## config.mk

```make
export PLATFORM = sky130hd
export DESIGN_NAME = atsc_cc_caption_extractor_unit
export DESIGN_NICKNAME = d
export VERILOG_FILES = /design/src/hdl/atsc_cc_pkg.sv /design/src/hdl/atsc_cc_front.sv /design/src/hdl/atsc_cc_queue.sv /design/src/hdl/atsc_cc_back.sv /design/src/hdl/atsc_cc_caption_extractor_unit.sv
export VERILOG_INCLUDE_DIRS = /design/src /design/src/hdl
export SDC_FILE = /design/constraint.sdc
export NUM_CORES = 1
export LEC_CHECK = 0
export ABC_AREA = 1
export BUFFER_PORTS_ARGS = -buffer_cell sky130_fd_sc_hd__buf_2
export CORE_MARGIN = 5
export CORE_UTILIZATION = 25
export DETAILED_ROUTE_END_ITERATION = 10
export GPL_ROUTABILITY_DRIVEN = 0
export PLACE_DENSITY = 0.37
export SLEW_MARGIN = 20
export SYNTH_ARGS = -nofsm -noshare
export SYNTH_HDL_FRONTEND = slang
export SYNTH_SLANG_ARGS = --single-unit
```

## constraint.sdc

```tcl
create_clock -name clk_i -period 5.2 [get_ports clk_i]
set_input_delay 0.26 -clock clk_i [delete_from_list [all_inputs] [get_ports clk_i]]
set_output_delay 0.26 -clock clk_i [all_outputs]
set_load 0.005 [all_outputs]
```

## src/hdl/atsc_cc_caption_extractor_unit_defines.svh

```systemverilog
// assertion macros used by the caption extractor back end
`ifndef ATSC_CC_CAPTION_EXTRACTOR_UNIT_DEFINES_SVH
`define ATSC_CC_CAPTION_EXTRACTOR_UNIT_DEFINES_SVH

// property that holds at every clock edge outside reset
`define ATSC_CC_ASSERT(label, prop, msg) \
  label: assert property (@(posedge clk_i) disable iff (!rst_ni) (prop)) else $error(msg);

// antecedent in one cycle implies consequent in the next
`define ATSC_CC_ASSERT_NEXT(label, ante, cons, msg) \
  label: assert property (@(posedge clk_i) disable iff (!rst_ni) (ante) |=> (cons)) \
    else $error(msg);

`endif

```

## src/hdl/atsc_cc_pkg.sv

```systemverilog
package atsc_cc_pkg;

  typedef enum logic [1:0] {
    StPair   = 2'd0,
    StHeader = 2'd1,
    StMarker = 2'd2
  } status_e;

  typedef enum logic [0:0] {
    CfgSelectEnable  = 1'b0,
    CfgSelectedTrack = 1'b1
  } cfg_index_e;

  typedef enum logic [1:0] {
    PhMarker = 2'd0,
    PhFirst  = 2'd1,
    PhSecond = 2'd2
  } phase_e;

  localparam logic [6:0] PosLastHdr = 7'd7;
  localparam logic [6:0] PosFlags   = 7'd8;
  localparam logic [6:0] PosEm      = 7'd9;
  localparam logic [6:0] PosFirstPkt = 7'd10;
  localparam logic [6:0] PosMax     = 7'd127;
  localparam logic [4:0] MarkerBits = 5'h1f;
  localparam logic [2:0] CtrlHigh   = 3'b001;
  localparam logic [2:0] NumTracks  = 3'd4;

  typedef struct packed {
    status_e    kind;
    logic [6:0] cc_one;
    logic [6:0] cc_two;
    logic       field;
  } cc_op_t;

  typedef struct packed {
    logic       select_enable;
    logic [1:0] selected_track;
  } cc_cfg_t;

  typedef struct packed {
    status_e    status;
    logic [6:0] cc_byte_one;
    logic [6:0] cc_byte_two;
    logic       field_type;
    logic [1:0] pair_channel;
    logic       channel_code;
    logic       track_added;
    logic       selected_match;
  } cc_result_t;

  // ga94 user data header: b5 0031 'GA94' 03
  function automatic logic [7:0] hdr_byte(input logic [2:0] idx);
    logic [7:0] val;
    case (idx)
      3'd0: val = 8'hB5;
      3'd1: val = 8'h00;
      3'd2: val = 8'h31;
      3'd3: val = 8'h47;
      3'd4: val = 8'h41;
      3'd5: val = 8'h39;
      3'd6: val = 8'h34;
      default: val = 8'h03;
    endcase
    return val;
  endfunction

endpackage

```

## src/hdl/atsc_cc_front.sv

```systemverilog
module atsc_cc_front import atsc_cc_pkg::*; (
  input  logic       clk_i,
  input  logic       rst_ni,
  input  logic       accept_i,
  input  logic [7:0] data_byte_i,
  input  logic       payload_start_i,
  output logic       push_o,
  output cc_op_t     push_op_o
);

  logic [6:0] pos_q, pos_d, pos;
  logic       hg_q, hg_d, hg, hg_n;
  logic       pf_q, pf_d, pf;
  logic [4:0] pl_q, pl_d, pl, pl_n;
  logic [9:0] hold_q, hold_d;
  phase_e     phase_q, phase_d, phase_nx;
  logic [6:0] d1;
  logic [6:0] d2;

  always_comb begin
    pos = payload_start_i ? '0 : pos_q;
    hg  = payload_start_i ? 1'b1 : hg_q;
    pf  = payload_start_i ? 1'b0 : pf_q;
    pl  = payload_start_i ? '0 : pl_q;
    hg_n = hg & (data_byte_i == hdr_byte(pos[2:0]));
    pl_n = pl - 5'd1;
    d1 = hold_q[9:3];
    d2 = data_byte_i[6:0];
    case (phase_q)
      PhMarker: phase_nx = PhFirst;
      PhFirst:  phase_nx = PhSecond;
      default:  phase_nx = PhMarker;
    endcase

    pos_d   = pos_q;
    hg_d    = hg_q;
    pf_d    = pf_q;
    pl_d    = pl_q;
    hold_d  = hold_q;
    phase_d = phase_q;
    push_o  = 1'b0;
    push_op_o = '0;

    if (accept_i) begin
      pos_d   = (pos == PosMax) ? pos : pos + 7'd1;
      hg_d    = hg;
      pf_d    = pf;
      pl_d    = pl;
      phase_d = (pos < PosFirstPkt) ? PhMarker : phase_nx;
      if (pos < PosFlags) begin
        hg_d = hg_n;
        if (pos == PosLastHdr && !hg_n) begin
          push_o = 1'b1;
          push_op_o.kind = StHeader;
        end
      end else if (hg) begin
        if (pos == PosFlags) begin
          pl_d = data_byte_i[4:0];
          pf_d = data_byte_i[6] && (data_byte_i[4:0] != '0);
        end else if (pos != PosEm && pf) begin
          case (phase_q)
            PhMarker: begin
              if (data_byte_i[7:3] != MarkerBits) begin
                pf_d = 1'b0;
                pl_d = '0;
                push_o = 1'b1;
                push_op_o.kind = StMarker;
              end else begin
                hold_d[2:0] = data_byte_i[2:0];
              end
            end
            PhFirst: begin
              hold_d[9:3] = data_byte_i[6:0];
            end
            default: begin
              pl_d = pl_n;
              if (pl_n == '0) begin
                pf_d = 1'b0;
              end
              // valid field 1/2 pair that is not a null pad
              if (hold_q[2] && !hold_q[1] && !(d1[6:4] == '0 && d2[6:4] == '0)) begin
                push_o = 1'b1;
                push_op_o.kind   = StPair;
                push_op_o.cc_one = d1;
                push_op_o.cc_two = d2;
                push_op_o.field  = hold_q[0];
              end
            end
          endcase
        end
      end
    end
  end

  always_ff @(posedge clk_i or negedge rst_ni) begin
    if (!rst_ni) begin
      pos_q   <= '0;
      hg_q    <= 1'b1;
      pf_q    <= 1'b0;
      pl_q    <= '0;
      phase_q <= PhMarker;
    end else begin
      pos_q   <= pos_d;
      hg_q    <= hg_d;
      pf_q    <= pf_d;
      pl_q    <= pl_d;
      phase_q <= phase_d;
    end
  end

  always_ff @(posedge clk_i) begin
    hold_q <= hold_d;
  end

endmodule

```

## src/hdl/atsc_cc_queue.sv

```systemverilog
module atsc_cc_queue import atsc_cc_pkg::*; #(
  parameter int unsigned Depth = 2
) (
  input  logic   clk_i,
  input  logic   rst_ni,
  input  logic   push_i,
  input  cc_op_t push_op_i,
  output logic   full_o,
  input  logic   pop_i,
  output logic   valid_o,
  output cc_op_t op_o
);

  localparam int unsigned PtrW = $clog2(Depth);
  localparam int unsigned CntW = $clog2(Depth + 1);
  localparam logic [PtrW-1:0] LastPtr = PtrW'(Depth - 1);
  localparam logic [CntW-1:0] FullCnt = CntW'(Depth);

  cc_op_t          entry_q [Depth];
  logic [PtrW-1:0] wr_ptr_q, wr_ptr_d;
  logic [PtrW-1:0] rd_ptr_q, rd_ptr_d;
  logic [CntW-1:0] count_q, count_d;

  assign full_o  = (count_q == FullCnt);
  assign valid_o = (count_q != '0);
  assign op_o    = entry_q[rd_ptr_q];

  always_comb begin
    wr_ptr_d = wr_ptr_q;
    rd_ptr_d = rd_ptr_q;
    count_d  = count_q;
    if (push_i) begin
      wr_ptr_d = (wr_ptr_q == LastPtr) ? '0 : wr_ptr_q + PtrW'(1);
    end
    if (pop_i) begin
      rd_ptr_d = (rd_ptr_q == LastPtr) ? '0 : rd_ptr_q + PtrW'(1);
    end
    if (push_i && !pop_i) begin
      count_d = count_q + CntW'(1);
    end else if (pop_i && !push_i) begin
      count_d = count_q - CntW'(1);
    end
  end

  always_ff @(posedge clk_i or negedge rst_ni) begin
    if (!rst_ni) begin
      wr_ptr_q <= '0;
      rd_ptr_q <= '0;
      count_q  <= '0;
    end else begin
      wr_ptr_q <= wr_ptr_d;
      rd_ptr_q <= rd_ptr_d;
      count_q  <= count_d;
    end
  end

  always_ff @(posedge clk_i) begin
    if (push_i) begin
      entry_q[wr_ptr_q] <= push_op_i;
    end
  end

endmodule

```

## src/hdl/atsc_cc_back.sv

```systemverilog
`include "atsc_cc_caption_extractor_unit_defines.svh"

module atsc_cc_back import atsc_cc_pkg::*; (
  input  logic       clk_i,
  input  logic       rst_ni,
  input  cc_cfg_t    cfg_i,
  input  logic       q_valid_i,
  input  cc_op_t     q_op_i,
  output logic       q_pop_o,
  output logic       out_valid_o,
  input  logic       out_stall_i,
  output cc_result_t result_o
);

  logic [3:0] seen_q, seen_d;
  logic [2:0] tracks_q, tracks_d;
  logic [1:0] rc_q, rc_d;
  logic [1:0] tct_q [4];
  logic       out_valid_q, out_valid_d;
  cc_result_t result_q, result_d;
  logic       pop, is_pair, is_code, added;
  logic [1:0] ch, sel_chan;

  assign pop     = q_valid_i && (!out_valid_q || !out_stall_i);
  assign q_pop_o = pop;

  always_comb begin
    is_pair = (q_op_i.kind == StPair);
    is_code = is_pair && (q_op_i.cc_one[6:4] == CtrlHigh);
    ch      = {q_op_i.field, q_op_i.cc_one[3]};
    added   = is_code && !seen_q[ch] && (tracks_q != NumTracks);

    seen_d   = seen_q;
    tracks_d = tracks_q;
    rc_d     = rc_q;
    if (added) begin
      seen_d[ch] = 1'b1;
      tracks_d   = tracks_q + 3'd1;
    end
    if (is_code) begin
      rc_d = ch;
    end
    sel_chan = (added && tracks_q[1:0] == cfg_i.selected_track) ? ch
                                                                : tct_q[cfg_i.selected_track];

    result_d = '0;
    result_d.status = q_op_i.kind;
    if (is_pair) begin
      result_d.cc_byte_one    = q_op_i.cc_one;
      result_d.cc_byte_two    = q_op_i.cc_two;
      result_d.field_type     = q_op_i.field;
      result_d.pair_channel   = rc_d;
      result_d.channel_code   = is_code;
      result_d.track_added    = added;
      result_d.selected_match = cfg_i.select_enable
                                && ({1'b0, cfg_i.selected_track} < tracks_d)
                                && (rc_d == sel_chan);
    end

    out_valid_d = pop ? 1'b1 : (out_valid_q && out_stall_i);
  end

  always_ff @(posedge clk_i or negedge rst_ni) begin
    if (!rst_ni) begin
      seen_q      <= '0;
      tracks_q    <= '0;
      rc_q        <= '0;
      out_valid_q <= 1'b0;
    end else begin
      out_valid_q <= out_valid_d;
      if (pop && is_pair) begin
        seen_q   <= seen_d;
        tracks_q <= tracks_d;
        rc_q     <= rc_d;
      end
    end
  end

  always_ff @(posedge clk_i) begin
    if (pop) begin
      result_q <= result_d;
    end
    if (pop && added) begin
      tct_q[tracks_q[1:0]] <= ch;
    end
  end

  assign out_valid_o = out_valid_q;
  assign result_o    = result_q;

  `ATSC_CC_ASSERT(a_seen_matches_tracks, $countones(seen_q) == int'(tracks_q), "seen count mismatch")
  `ATSC_CC_ASSERT_NEXT(a_status_fields_clear, pop && q_op_i.kind != StPair, out_valid_q && result_q.cc_byte_one == '0 && !result_q.track_added && !result_q.selected_match, "status transaction carries pair data")
  `ATSC_CC_ASSERT_NEXT(a_track_count_steps, pop && added, tracks_q == $past(tracks_q) + 3'd1, "track count did not advance")

endmodule

```

## src/hdl/atsc_cc_caption_extractor_unit.sv

```systemverilog
// a result is registered in the op queue and then in the back end's output register
// throughput: one byte per cycle while the op queue is not full; one result at most per byte
// the front parser stalls only when the op queue (QueueDepth entries) is full
// reset: asynchronous, clears parser and channel/track state, header flag set, no clearing pass
// configuration registers reset to zero and are always ready
module atsc_cc_caption_extractor_unit import atsc_cc_pkg::*; #(
  parameter int unsigned QueueDepth = 2
) (
  input  logic       clk_i,
  input  logic       rst_ni,
  input  logic       in_valid_i,
  output logic       in_stall_o,
  input  logic [7:0] data_byte_i,
  input  logic       payload_start_i,
  output logic       out_valid_o,
  input  logic       out_stall_i,
  output logic [1:0] status_o,
  output logic [6:0] cc_byte_one_o,
  output logic [6:0] cc_byte_two_o,
  output logic       field_type_o,
  output logic [1:0] pair_channel_o,
  output logic       channel_code_o,
  output logic       track_added_o,
  output logic       selected_match_o,
  input  logic       cfg_valid_i,
  output logic       cfg_ready_o,
  input  logic [0:0] cfg_index_i,
  input  logic [1:0] cfg_data_i
);

  cc_cfg_t    cfg_q, cfg_d;
  logic       accept, push, full, q_valid, q_pop;
  cc_op_t     push_op, q_op;
  cc_result_t result;

  assign cfg_ready_o = 1'b1;
  assign in_stall_o  = full;
  assign accept      = in_valid_i && !full;

  always_comb begin
    cfg_d = cfg_q;
    if (cfg_valid_i) begin
      unique case (cfg_index_e'(cfg_index_i))
        CfgSelectEnable:  cfg_d.select_enable  = cfg_data_i[0];
        CfgSelectedTrack: cfg_d.selected_track = cfg_data_i;
        default:          cfg_d = cfg_q;
      endcase
    end
  end

  always_ff @(posedge clk_i or negedge rst_ni) begin
    if (!rst_ni) begin
      cfg_q <= '0;
    end else begin
      cfg_q <= cfg_d;
    end
  end

  atsc_cc_front u_front (
    .clk_i           (clk_i),
    .rst_ni          (rst_ni),
    .accept_i        (accept),
    .data_byte_i     (data_byte_i),
    .payload_start_i (payload_start_i),
    .push_o          (push),
    .push_op_o       (push_op)
  );

  atsc_cc_queue #(
    .Depth (QueueDepth)
  ) u_queue (
    .clk_i     (clk_i),
    .rst_ni    (rst_ni),
    .push_i    (push),
    .push_op_i (push_op),
    .full_o    (full),
    .pop_i     (q_pop),
    .valid_o   (q_valid),
    .op_o      (q_op)
  );

  atsc_cc_back u_back (
    .clk_i       (clk_i),
    .rst_ni      (rst_ni),
    .cfg_i       (cfg_q),
    .q_valid_i   (q_valid),
    .q_op_i      (q_op),
    .q_pop_o     (q_pop),
    .out_valid_o (out_valid_o),
    .out_stall_i (out_stall_i),
    .result_o    (result)
  );

  assign status_o         = result.status;
  assign cc_byte_one_o    = result.cc_byte_one;
  assign cc_byte_two_o    = result.cc_byte_two;
  assign field_type_o     = result.field_type;
  assign pair_channel_o   = result.pair_channel;
  assign channel_code_o   = result.channel_code;
  assign track_added_o    = result.track_added;
  assign selected_match_o = result.selected_match;

endmodule

```

==> results_dict.tcl, run 1 <==
set metrics [dict create \
    cts_buffers 9 \
    start_kind "flop" \
    synth_nets 624 \
    synthTopCellsByArea "edfxtp_1 (40%), dfrtp_1 (15%), nand2_1 (11%)" \
    drc 0 \
    detail_route.vias_per_cell 4.34 \
    timing.hold.ws_ps 8.40 \
    worstPathArrival_ps 3100 \
    path_clk_slew_ps 90 \
    fin_crit_sh 0.572 \
    final.min_clock_period_ps 2970 \
    grt_pass1_wl_microns 21000 \
    cts_tree "built" \
    synth-edff-count 74 \
    hpwlAfterDp_microns 9590 \
    final_cell_mix "nand2_1 (158), inv_1 (74), edfxtp_1 (74)" \
    cts_max_level 3 \
    cts_buffer_depth 2 \
    rsz0062_at_grt "false" \
    grt_max_degree 34 \
    finalPower_w 0.00286 \
    cts.root.buffer_cell "clkbuf_16" \
    hold_buffers 0 \
    ios 42 \
    start_util 0.253 \
    yosysWarnings 0 \
    first_pass_iters 4 \
    setup_viol_count_final 0 \
    synth_top_area_share 0.404 \
    fin_util 0.291 \
    vias 4013 \
    max-vdd-ir-drop_v 0.000144 \
    crit_slowest_cell "dfrtp_1" \
    r2r_start "u_queue.rd_ptr_q" \
    rr_endpoint "u_back.result_o[0]" \
    ys_types 46 \
    cp_common_cell "nand2_1" \
    avgSynthCellArea_sq_um 9.19 \
    timing.final.ws_setup_ps 2230 \
    drt_iter0_drc 214 \
    cts.sinks 107 \
    drive_gt1_frac 0.160 \
    port_buffers 40 \
    antenna_found_initial 0 \
    post-cts-setup-buffers 0 \
    async_reset_ff_frac 0.308 \
    tightest_slew_ps 1040 \
    path_cells "inv_2 > nand2_1 > nand2_1 > nand3_1 > nand2_1 > nor2_2 > nand2_2 > nand2_1 > o21ai_0 > ha_1 > nand3_1 > nand2_1 > nand2_1 > nand2_1 > nor2_1" \
    setup_tns_ps 0 \
    track_usage 0.108 \
    path_max_fanout 21 \
    core-area_sq_um 21800 \
    totalWireLength_microns 13000 \
    fin_nets 664 \
    fillCellCount 2317 \
    p_leak_nw 2.77 \
    final_common_cell "nand2_1" \
    outcome "complete, no violations" \
    ys.flop_type "edfxtp_1" \
    r2r_cells 15 \
    ant_nets 0 \
    insertion_delay_ps 360 \
    critPathRequiredTime_ps 5320 \
    n_antenna_cell 0 \
    fin_skew_ps 15.7 \
    synth_top_area_cell "edfxtp_1" \
    hold_violations 0 \
    synth.cell_area_sq_um 5500 \
    slowest_delay_ps 810 \
    r2r_slack_ps 2230 \
    grt_pass1_vias 3928 \
    rows 54 \
    syn2layout_area_growth_pct 14.9 \
    seq_area_frac_synth 0.554 \
    die_x_microns 158 \
    drv_cap 0 \
    overflow 0 \
    die_h_microns 158 \
    die-area_sq_um 25100 \
    drv_slew 0 \
    relSlewSlack 0.307 \
    cts_resized 0 \
    wl_per_cell_microns 14.1 \
    p_per_area_nw_per_um2 452 \
    max_freq_ghz 0.336 \
    setup.worst_path.class "flop to flop" \
    ys_seq_elements 107 \
    syn_inst 599 \
    post-place-ws_ps 2190 \
    end_kind "flop" \
    hold_class "input pin to asynchronous set/reset pin" \
]
## power by group
part / total, W / internal (W) / leakage, nW / switching [W]
Sequential: 0.00124 / 0.00112 / 1.12 / 0.000121
Combinational: 0.000908 / 0.000300 / 1.49 / 0.000607
Clock: 0.000706 / 0.000346 / 0.151 / 0.000360
Total: 0.00286 / 0.00177 / 2.77 / 0.00109
## cell families (layout without fill, tap and decap cells)
| kind of cell | after synthesis | count (layout) | share of synthesized area |
|---|---|---|---|
| fa+ha+maj | 8 | 8 | 0.0182 |
| xor+xnor | 9 | 9 | 0.0143 |
| buf+inv | 92 | 137 | 0.0689 |
| other cells | 1 | 1 | 0.000681 |
| flops | 107 | 107 | 0.554 |
| compound gates | 77 | 77 | 0.0832 |
| simple gates | 305 | 305 | 0.261 |
## worst max-delay path: cells and delay by family (launching register included)
family / cells / cell delay, ps
AND/OR/NAND/NOR: 12 / 1240
buffers and inverters: 1 / 320
adder cells (fa/ha/maj): 1 / 280
flip-flops: 1 / 810
AO/OA/AOI/OAI: 1 / 90
## per-stage QoR
step | std cells | instance area (sq um)
finish | 924 | 6320
global route | 924 | 6320
CTS | 924 | 6320
detailed placement | 908 | 6010
global placement | 908 | 6010
floorplan | 599 | 5500
## Yosys cell counts (all sizes together), types with 3 or more instances
cell / n
dfrtp: 32
buf: 7
o21ai: 34
nor3b: 9
nand2: 171
a31o: 3
nor3: 17
xnor2: 3
xor2: 6
nor2: 55
nand3: 44
nand4: 6
o21bai: 4
a21oi: 25
o211ai: 3
clkbuf: 7
inv: 77
edfxtp: 74
ha: 8
## how the worst max path moves through the flow
stage / cells after the start / to / start
detailed placement: 15 / u_back.result_o[0] / u_queue.rd_ptr_q
CTS: 15 / u_back.result_o[0] / u_queue.rd_ptr_q
global route: 15 / u_back.result_o[0] / u_queue.rd_ptr_q
finish: 15 / u_back.result_o[0] / u_queue.rd_ptr_q
global placement: 15 / u_back.result_o[0] / u_queue.rd_ptr_q
floorplan: 9 / u_queue.entry_q[1][0] / u_front.pos_q[0]
## routing by layer
metal / wire length, microns / global-route usage / up-vias
li1: - / - / 2066
met1: 6320 / 0.145 / 1873
met2: 5990 / 0.174 / 62
met3: 604 / 0.0258 / 12
met4: 124 / 0.0284 / 0
met5: 0 / 0 / -
## flip-flops by register name (all words and copies together) (netlist names)
name / cells
cfg_q: 3
u_back.out_valid_o: 1
u_back.rc_q: 2
u_back.result_o: 22
u_back.seen_q: 4
u_back.tct_q: 8
u_back.tracks_q: 3
u_front.hg_q: 1
u_front.hold_q: 10
u_front.pf_q: 1
u_front.phase_q: 2
u_front.pl_q: 5
u_front.pos_q: 7
u_queue.count_q: 2
u_queue.entry_q: 34
u_queue.rd_ptr_q: 1
u_queue.wr_ptr_q: 1
## cell type report
type                            instances  area (sq um)  share of cell area
Clock buffer                            9           225              0.0356
Inverter                               78           298              0.0471
Clock inverter                          7          91.3              0.0144
Multi-Input combinational cell        400          2090               0.330
Tap cell                              280           350              0.0554
Timing Repair Buffer                   43           223              0.0352
Sequential cell                       107          3050               0.482
Note: power is estimated with default switching activity, not from simulation.
==> run 2, diff against run 1 <==
==> constraint.sdc (replaced) <==
create_clock -name clk_i -period 2.8 [get_ports clk_i]
set_input_delay 0.14 -clock clk_i [delete_from_list [all_inputs] [get_ports clk_i]]
set_output_delay 0.14 -clock clk_i [all_outputs]
set_load 0.005 [all_outputs]
==> results_dict.tcl, run 2 (synthesized netlist as in run 1, its figures left out) <==
set metrics [dict create \
    p_leak_nw 2.83 \
    max_freq_ghz 0.392 \
    path_max_fanout 15 \
    hold_class "input pin to flop" \
    cts_tree "built" \
    start_kind "flop" \
    detail_route.vias_per_cell 4.33 \
    ant_nets 0 \
    die_h_microns 158 \
    worstPathArrival_ps 2790 \
    end_kind "flop" \
    dpl.cell_count 918 \
    syn2layout_area_growth_pct 16.8 \
    n_antenna_cell 0 \
    hpwlAfterDp_microns 9910 \
    hold_violations 0 \
    critPathRequiredTime_ps 3030 \
    holdPathEnd "u_front.hold_q[8]" \
    setup_viol_count_final 0 \
    vias 4061 \
    overflow 0 \
    track_usage 0.111 \
    drv_slew 0 \
    worstHoldPathCells 1 \
    port_buffers 40 \
    drive_gt1_frac 0.172 \
    r2r_start "u_front.hold_q[9]" \
    cts_buffer_depth 2 \
    die_x_microns 158 \
    p_per_area_nw_per_um2 836 \
    antenna_found_initial 0 \
    fillCellCount 2304 \
    setup.worst_path.class "flop to flop" \
    final.min_clock_period_ps 2550 \
    die-area_sq_um 25100 \
    post-cts-setup-buffers 0 \
    fin_skew_ps 13.5 \
    rows 54 \
    grt_max_degree 34 \
    drc 0 \
    seqPwrFrac 0.423 \
    tightest_slew_ps 1020 \
    largest-register "u_queue.entry_q" \
    fin_crit_sh 0.912 \
    cts_buffers 9 \
    power.share.clock 0.247 \
    drv_cap 0 \
    r2r_cells 8 \
    setup_tns_ps 0 \
    grt_pass1_wl_microns 21600 \
    power.switching_w 0.00204 \
    path_clk_slew_ps 80 \
    grt_pass1_vias 4050 \
    cts.root.buffer_cell "clkbuf_16" \
    r2r_slack_ps 250 \
    outcome "complete, no violations" \
    largest_register_ffs 34 \
    final_cells 937 \
    start_util 0.253 \
    ios 42 \
    power_frac_comb 0.330 \
    wl_per_cell_microns 14.3 \
    insertion_delay_ps 350 \
    final_cell_mix "nand2_1 (158), inv_1 (74), edfxtp_1 (74)" \
    cts_max_level 3 \
    drt_iter0_drc 244 \
    internal_power_w 0.00334 \
    max-vdd-ir-drop_v 0.000272 \
    hold_path.startpoint "data_byte_i[5]" \
    first_pass_iters 6 \
    rr_endpoint "u_queue.count_q[1]" \
    relSlewSlack 0.320 \
    rsz0062_at_grt "false" \
    totalWireLength_microns 13400 \
    sw_frac_of_total 0.379 \
    final_common_cell "nand2_1" \
    core-area_sq_um 21800 \
    fin_nets 677 \
    cts.sinks 107 \
]
[run 2: per-layer routing]
layer	up-vias	GRT usage	part of all wire
met3	10	0.0275	0.041
met1	1898	0.148	0.48
met2	64	0.181	0.47
li1	2089	-	-
met5	-	0	0
met4	0	0.0292	0.014
[run 2: cell type report]
class	count	area [sq um]	area share
sequential	107	3050	0.474
multi-input combinational	400	2090	0.325
tap	280	350	0.0545
timing repair buffer	56	328	0.0510
inverter	78	298	0.0463
clock buffer	9	225	0.0350
clock inverter	7	91.3	0.0142
[run 2: critical path, cell delays in order, from the launching register on]
cell	delay [ps]
edfxtp_1	430
o41ai_4	970
nand2_1	100
nand3_1	170
nand2_2	80
ha_1	320
a21oi_1	120
o21ai_0	110
xor2_1	150
[run 2: worst max-delay path by stage]
stage	cells past startpoint	endpoint	slack (ps)	startpoint
CTS	12	u_queue.count_q[1]	250	u_front.pos_q[0]
floorplan	9	u_queue.entry_q[1][0]	270	u_front.pos_q[0]
detailed placement	12	u_queue.count_q[1]	260	u_front.pos_q[0]
global route	8	u_queue.count_q[1]	30	u_front.hold_q[9]
finish	8	u_queue.count_q[1]	250	u_front.hold_q[9]
global placement	12	u_queue.count_q[1]	250	u_front.pos_q[0]
[run 2: what timing repair did]
action | 4_1_cts | 5_1_grt
hold endpoints to repair | 34 | 0
gates resized for setup | 0 | 1
hold buffers | 3 | 0
setup endpoints to repair | 0 | 1
[run 2: power by group through the flow]
stage | Clock, W | Combinational [W] | Sequential [W]
6_report | 0.00133 | 0.00177 | 0.00228
5_1_grt | 0.00147 | 0.00204 | 0.00232
4_1_cts | 0.00139 | 0.00182 | 0.00228
3_5_place_dp | 0 | 0.00181 | 0.00231
3_3_place_gp | 0 | 0.00181 | 0.00230
2_1_floorplan | 0 | 0.00119 | 0.00229
[run 2: metrics by stage]
stage          setup WS (ps)  hold slack [ps]  total power (W)  instance area (sq um)  utilization
6_report                 248             38.0          0.00537                   6430        0.295
5_1_grt                 26.5             21.8          0.00582                   6430        0.295
4_1_cts                  246             25.8          0.00548                   6430        0.295
3_5_place_dp             262              331          0.00412                   6080        0.280
3_3_place_gp             250              321          0.00410                   6080        0.280
2_1_floorplan            265             -156          0.00348                   5500            -
